===== config.mk =====
export PLATFORM = sky130hd
export DESIGN_NAME = i2c_register_access_sequencer_core
export DESIGN_NICKNAME = d
export VERILOG_FILES = /design/src/rtl/core/i2c_ras_pkg.sv /design/src/rtl/core/i2c_ras_seq.sv /design/src/rtl/core/i2c_register_access_sequencer_core.sv
export SDC_FILE = /design/constraint.sdc
export NUM_CORES = 1
export LEC_CHECK = 0
export BUFFER_PORTS_ARGS = -buffer_cell sky130_fd_sc_hd__buf_4
export CAP_MARGIN = 25
export CORE_MARGIN = 3
export CORE_UTILIZATION = 53
export DETAILED_ROUTE_END_ITERATION = 16
export GPL_TIMING_DRIVEN = 0
export PLACE_DENSITY = 0.78
export SYNTH_ARGS = -nofsm -noshare
export SYNTH_HDL_FRONTEND = slang
export SYNTH_HIERARCHICAL = 1
export SYNTH_SLANG_ARGS = --single-unit

===== constraint.sdc =====
create_clock -name clk_i -period 3.6 [get_ports clk_i]
set_input_delay 0.54 -clock clk_i [delete_from_list [all_inputs] [get_ports clk_i]]
set_output_delay 0.54 -clock clk_i [all_outputs]
set_load 0.01 [all_outputs]

===== src/rtl/core/i2c_ras_pkg.sv =====
// shared types and codes for the i2c register access sequencer
package i2c_ras_pkg;

  // request and event codes
  localparam logic [1:0] CMD_WRITE = 2'd0;
  localparam logic [1:0] CMD_READ  = 2'd1;
  localparam logic [1:0] CMD_EVENT = 2'd2;

  // bus actions
  localparam logic [2:0] ACT_START     = 3'd0;
  localparam logic [2:0] ACT_SEND      = 3'd1;
  localparam logic [2:0] ACT_RESTART   = 3'd2;
  localparam logic [2:0] ACT_RECV_NACK = 3'd3;
  localparam logic [2:0] ACT_STOP      = 3'd4;

  // completion status
  localparam logic [2:0] ST_OK         = 3'd0;
  localparam logic [2:0] ST_ADDR_NACK  = 3'd1;
  localparam logic [2:0] ST_REG_NACK   = 3'd2;
  localparam logic [2:0] ST_DATA_NACK  = 3'd3;
  localparam logic [2:0] ST_RADDR_NACK = 3'd4;

  // sequence phases
  localparam int unsigned PhaseW = 4;
  localparam logic [PhaseW-1:0] PH_IDLE    = 4'd0;
  localparam logic [PhaseW-1:0] PH_START   = 4'd1;
  localparam logic [PhaseW-1:0] PH_WADDR   = 4'd2;
  localparam logic [PhaseW-1:0] PH_REG     = 4'd3;
  localparam logic [PhaseW-1:0] PH_DATA    = 4'd4;
  localparam logic [PhaseW-1:0] PH_RESTART = 4'd5;
  localparam logic [PhaseW-1:0] PH_RADDR   = 4'd6;
  localparam logic [PhaseW-1:0] PH_RDATA   = 4'd7;

  // write direction clears the address low bit
  localparam logic [7:0] ADDR_W_MASK = 8'hFE;

  typedef struct packed {
    logic [1:0] cmd;
    logic [7:0] slave_addr;
    logic [7:0] reg_addr;
    logic [7:0] write_data;
    logic       acked;
    logic [7:0] rx_byte;
  } item_t;

  typedef struct packed {
    logic [2:0] bus_action;
    logic [7:0] bus_byte;
    logic       done_res;
    logic [2:0] status;
    logic [7:0] read_data;
  } result_t;

endpackage


===== src/rtl/core/i2c_ras_seq.sv =====
// sequence state and single-step transition logic
module i2c_ras_seq import i2c_ras_pkg::*; (
  input  logic    clk_i,
  input  logic    rst_ni,
  input  logic    step_i,
  input  item_t   item_i,
  output logic    res_valid_o,
  output result_t res_o
);

  logic [PhaseW-1:0] phase_q, phase_d;
  logic              is_read_q, is_read_d;
  logic [7:0]        slave_q, slave_d;
  logic [7:0]        register_q, register_d;
  logic [7:0]        data_q, data_d;

  // closing stop with a given status
  function automatic result_t stop_res(logic [2:0] st, logic [7:0] rd);
    result_t r;
    r            = '0;
    r.bus_action = ACT_STOP;
    r.done_res   = 1'b1;
    r.status     = st;
    r.read_data  = rd;
    return r;
  endfunction

  always_comb begin
    phase_d     = phase_q;
    is_read_d   = is_read_q;
    slave_d     = slave_q;
    register_d  = register_q;
    data_d      = data_q;
    res_valid_o = 1'b0;
    res_o       = '0;
    if ((item_i.cmd == CMD_WRITE) || (item_i.cmd == CMD_READ)) begin
      if (phase_q == PH_IDLE) begin
        slave_d          = item_i.slave_addr;
        register_d       = item_i.reg_addr;
        data_d           = item_i.write_data;
        is_read_d        = (item_i.cmd == CMD_READ);
        phase_d          = PH_START;
        res_valid_o      = 1'b1;
        res_o.bus_action = ACT_START;
      end
    end else if (item_i.cmd == CMD_EVENT) begin
      unique case (phase_q)
        PH_START: begin
          phase_d          = PH_WADDR;
          res_valid_o      = 1'b1;
          res_o.bus_action = ACT_SEND;
          res_o.bus_byte   = slave_q & ADDR_W_MASK;
        end
        PH_WADDR: begin
          res_valid_o = 1'b1;
          if (!item_i.acked) begin
            phase_d = PH_IDLE;
            res_o   = stop_res(ST_ADDR_NACK, 8'd0);
          end else begin
            phase_d          = PH_REG;
            res_o.bus_action = ACT_SEND;
            res_o.bus_byte   = register_q;
          end
        end
        PH_REG: begin
          res_valid_o = 1'b1;
          if (!item_i.acked) begin
            phase_d = PH_IDLE;
            res_o   = stop_res(ST_REG_NACK, 8'd0);
          end else if (is_read_q) begin
            phase_d          = PH_RESTART;
            res_o.bus_action = ACT_RESTART;
          end else begin
            phase_d          = PH_DATA;
            res_o.bus_action = ACT_SEND;
            res_o.bus_byte   = data_q;
          end
        end
        PH_DATA: begin
          res_valid_o = 1'b1;
          phase_d     = PH_IDLE;
          res_o       = stop_res(item_i.acked ? ST_OK : ST_DATA_NACK, 8'd0);
        end
        PH_RESTART: begin
          phase_d          = PH_RADDR;
          res_valid_o      = 1'b1;
          res_o.bus_action = ACT_SEND;
          res_o.bus_byte   = slave_q | 8'h01;
        end
        PH_RADDR: begin
          res_valid_o = 1'b1;
          if (!item_i.acked) begin
            phase_d = PH_IDLE;
            res_o   = stop_res(ST_RADDR_NACK, 8'd0);
          end else begin
            phase_d          = PH_RDATA;
            res_o.bus_action = ACT_RECV_NACK;
          end
        end
        PH_RDATA: begin
          res_valid_o = 1'b1;
          phase_d     = PH_IDLE;
          res_o       = stop_res(ST_OK, item_i.rx_byte);
        end
        default: begin
          phase_d = PH_IDLE;
        end
      endcase
    end
  end

  always_ff @(posedge clk_i or negedge rst_ni) begin
    if (!rst_ni) begin
      phase_q    <= PH_IDLE;
      is_read_q  <= 1'b0;
      slave_q    <= 8'd0;
      register_q <= 8'd0;
      data_q     <= 8'd0;
    end else if (step_i) begin
      phase_q    <= phase_d;
      is_read_q  <= is_read_d;
      slave_q    <= slave_d;
      register_q <= register_d;
      data_q     <= data_d;
    end
  end

endmodule


===== src/rtl/core/i2c_register_access_sequencer_core.sv =====
// top level of the i2c register access sequencer: input register, step logic, result register
//
//  channel  | direction | tuser      | tdata                                         | tlast
//  ---------+-----------+------------+-----------------------------------------------+---------
//  s_axis   | in        | cmd        | slave_addr, reg_addr, write_data, acked, rx   | -
//  m_axis   | out       | bus_action | bus_byte, status, read_data                   | done_res
//
// one transfer in per cycle sustained while m_axis does not stall; a transfer fills the input
// register, and the step that retires it fills the result register, which drives m_axis
// the step logic holds a four-bit phase plus the latched request bytes and updates them only
// when an item leaves the input register
// rst_ni clears the phase to idle, the saved bytes and both valid flags
// an m_axis stall holds the result register; the input register keeps taking transfers
// until it is full, so one item waits in each stage
module i2c_register_access_sequencer_core import i2c_ras_pkg::*; (
  input  logic        clk_i,
  input  logic        rst_ni,
  input  logic        s_axis_tvalid,
  output logic        s_axis_tready,
  input  logic [39:0] s_axis_tdata,  // slave_addr, reg_addr, write_data, acked, rx_byte, zero pad
  input  logic [1:0]  s_axis_tuser,  // cmd
  output logic        m_axis_tvalid,
  input  logic        m_axis_tready,
  output logic [23:0] m_axis_tdata,  // bus_byte, status, read_data, zero pad
  output logic [2:0]  m_axis_tuser,  // bus_action
  output logic        m_axis_tlast   // done_res
);

  // input register
  logic    in_valid_q;
  item_t   in_item_q;
  item_t   in_item_d;

  // result register
  logic    out_valid_q, out_valid_d;
  result_t out_res_q;

  logic    step;
  logic    res_valid;
  result_t res;

  // unpack the incoming transfer
  always_comb begin
    in_item_d.cmd        = s_axis_tuser;
    in_item_d.slave_addr = s_axis_tdata[7:0];
    in_item_d.reg_addr   = s_axis_tdata[15:8];
    in_item_d.write_data = s_axis_tdata[23:16];
    in_item_d.acked      = s_axis_tdata[24];
    in_item_d.rx_byte    = s_axis_tdata[32:25];
  end

  // an item leaves the input register when the result register is free or draining
  assign step          = in_valid_q && (!out_valid_q || m_axis_tready);
  assign s_axis_tready = !in_valid_q || step;

  always_ff @(posedge clk_i or negedge rst_ni) begin
    if (!rst_ni) begin
      in_valid_q <= 1'b0;
    end else if (s_axis_tready) begin
      in_valid_q <= s_axis_tvalid;
    end
  end

  always_ff @(posedge clk_i) begin
    if (s_axis_tvalid && s_axis_tready) begin
      in_item_q <= in_item_d;
    end
  end

  i2c_ras_seq u_seq (
    .clk_i       (clk_i),
    .rst_ni      (rst_ni),
    .step_i      (step),
    .item_i      (in_item_q),
    .res_valid_o (res_valid),
    .res_o       (res)
  );

  // items that give no result still retire; the taken result is dropped then
  always_comb begin
    if (step) begin
      out_valid_d = res_valid;
    end else if (m_axis_tready) begin
      out_valid_d = 1'b0;
    end else begin
      out_valid_d = out_valid_q;
    end
  end

  always_ff @(posedge clk_i or negedge rst_ni) begin
    if (!rst_ni) begin
      out_valid_q <= 1'b0;
    end else begin
      out_valid_q <= out_valid_d;
    end
  end

  always_ff @(posedge clk_i) begin
    if (step && res_valid) begin
      out_res_q <= res;
    end
  end

  // pack the outgoing transfer
  assign m_axis_tvalid = out_valid_q;
  assign m_axis_tuser  = out_res_q.bus_action;
  assign m_axis_tlast  = out_res_q.done_res;
  assign m_axis_tdata  = {5'd0, out_res_q.read_data, out_res_q.status, out_res_q.bus_byte};

endmodule

==> impl_metrics.toml <==
[routing]
dr_wl_met2_mm = 3.12
wl_met3_um = 359
drtPass1Iterations = 4
ant_nets = 0
top_layer_used = "met4"
via_count = 1964
drtIter0Drc = 176
avgViaCountPerCell = 5.32
drt_wl_total_mm = 6.03
wl_per_cell_um = 16.3
m1WireLength_mm = 2.50
drc_errors = 0

[clock_network]
numClockSinks = 86
cts-root-buf = "clkbuf_8"
hold_buffers = 0
post_cts_buffers = 0
cts-buffers-inserted = 9
cts_tree = "yes"
clock_path_buffers = 2
clk_pin_slew_ns = 0.08
clk_latency_ns = 0.35
htreeDepth = 3
cts-resized-gates = 0

[worst_setup_path]
crit_required_ns = 3.65
critPathMaxFanout = 14
worst_setup_path_start_kind = "flip-flop"
critPathArrivalTime_ns = 2.57
endpoint_kind = "flip-flop"
crit_type = "flip-flop to flip-flop"

[cells_and_area]
drive_above_1_share_pct = 40.8
diodes = 0
fillCellCount = 417
finish.net_count = 335
stdcell_count = 369
areaGrowthSynthToFinish_pct = 24.4

[placed_design]
place_congestion = 0.852
io_buffers = 62
detailed_place_hpwl_mm = 4.31
post-place-cells = 353

[timing]
slew_viol_final = 0
timing.slew.headroom_pct = 42.4
setup_violations = 0
rsz0062_at_grt = "false"
min_period_ns = 2.52
max_clock_freq_mhz = 397
tightest_slew_ns = 0.864
tns_ns = 0
finalClockSkew_ns = 0.0121
finalHoldViolCount = 0
fin_crit_sh_pct = 70.0
hold_slack_ns = 0.101

[job]
cap_violations = 0

[logic_synthesis]
synthCells = 210
synth.avg_cell_area_um2 = 16.3
ys_warn_count = 6
syn_area_um2 = 3420

[die]
core_area_um2 = 6100
initial_core_util_pct = 56.1
dieWidth_um = 86.3
ioPinCount = 76
die_h_um = 86.3
die_area_um2 = 7450
rows = 28

[pwr]
vdd_ir_drop_max_uv = 379
p_per_area_nw_per_um2 = 690
power_mw = 2.93
p_leak_nw = 1.80

[grt]
grt_usage_pct = 17.9
grt_max_degree = 30
grt-ovfl-total = 0
grt_pass1_wl_mm = 9.84
grt_pass1_vias = 1982
antenna_found_initial = 0

[run_status]
outcome = "finished clean"

[worst_hold_path]
holdCritPathClass = "input port to async pin"
-- state kept, by name (all words and copies together), names as in the netlist --
signal	cells
m_axis_tlast	1
in_valid_q	1
u_seq/data_q	8
u_seq/phase_q	3
u_seq/is_read_q	1
m_axis_tdata	19
u_seq/slave_q	7
in_item_q	34
m_axis_tuser	3
m_axis_tvalid	1
u_seq/register_q	8
-- worst max-delay path, stage by stage, from the launching register on --
cell and delay [ns]:
edfxtp_1 0.43, nand2b_1 0.28, or2_2 0.33, buf_2 0.20, o41ai_1 0.08, nand2_1 0.13, nor2b_2 0.54, buf_8 0.24
-- path summary, 6_finish.rpt --
check / slack, ns / cells past startpoint / start / endpoint
worst max-delay path: 1.08 / 7 / in_item_q[33] / m_axis_tdata[15]
max in group asynchronous: 3.23 / 1 / rst_ni / u_seq/data_q[1]
worst min register to register: 0.48 / 1 / in_item_q[31] / u_seq/slave_q[6]
worst min-delay path: 0.10 / 1 / rst_ni / u_seq/register_q[5]
worst max register to register: 1.08 / 7 / in_item_q[33] / m_axis_tdata[15]
min in group clk_i: 0.36 / 1 / s_axis_tdata[2] / in_item_q[27]
-- metal layers --
| metal | GRT usage [%] | up-vias |
|---|---|---|
| li1 | - | 933 |
| met1 | 22.9 | 957 |
| met2 | 29.2 | 68 |
| met3 | 3.61 | 6 |
| met4 | 9.07 | 0 |
| met5 | 0 | - |
-- per-stage QoR --
stage          util, %  setup WS, ns  instance area, um2
6_report          69.8          1.08                4250
5_1_grt           69.8         0.925                4250
4_1_cts           69.8          1.08                4250
3_5_place_dp      66.2          1.07                4040
3_3_place_gp      65.5         0.274                3990
2_1_floorplan        -         0.896                3430
-- final cells by class --
type,count,area (um2),share of cell area (%)
Clock buffer,11,141,3.32
Multi-Input combinational cell,111,892,21.0
Clock inverter,5,73.8,1.74
Buffer,15,98.8,2.32
Timing Repair Buffer,64,508,11.9
Tap cell,75,93.8,2.21
Inverter,2,7.51,0.177
Sequential cell,86,2440,57.3
-- cell usage in the layout (no fill, tap or decap), types with 5 or more instances in the layout --
master,instances
and2_1,10
edfxtp_1,57
mux2_2,5
clkbuf_8,10
nand3_1,8
nand2_1,6
mux2_4,19
a22oi_1,7
dfrtp_1,29
conb_1,5
buf_4,68
a21oi_1,13
-- where the power goes --
part	total (mW)	switching [mW]	internal, mW
clock	0.714	0.309	0.405
sequential	1.45	0.138	1.31
combinational	0.769	0.355	0.415
total	2.93	0.801	2.13
No activity file was read; power rests on OpenSTA's default activity.
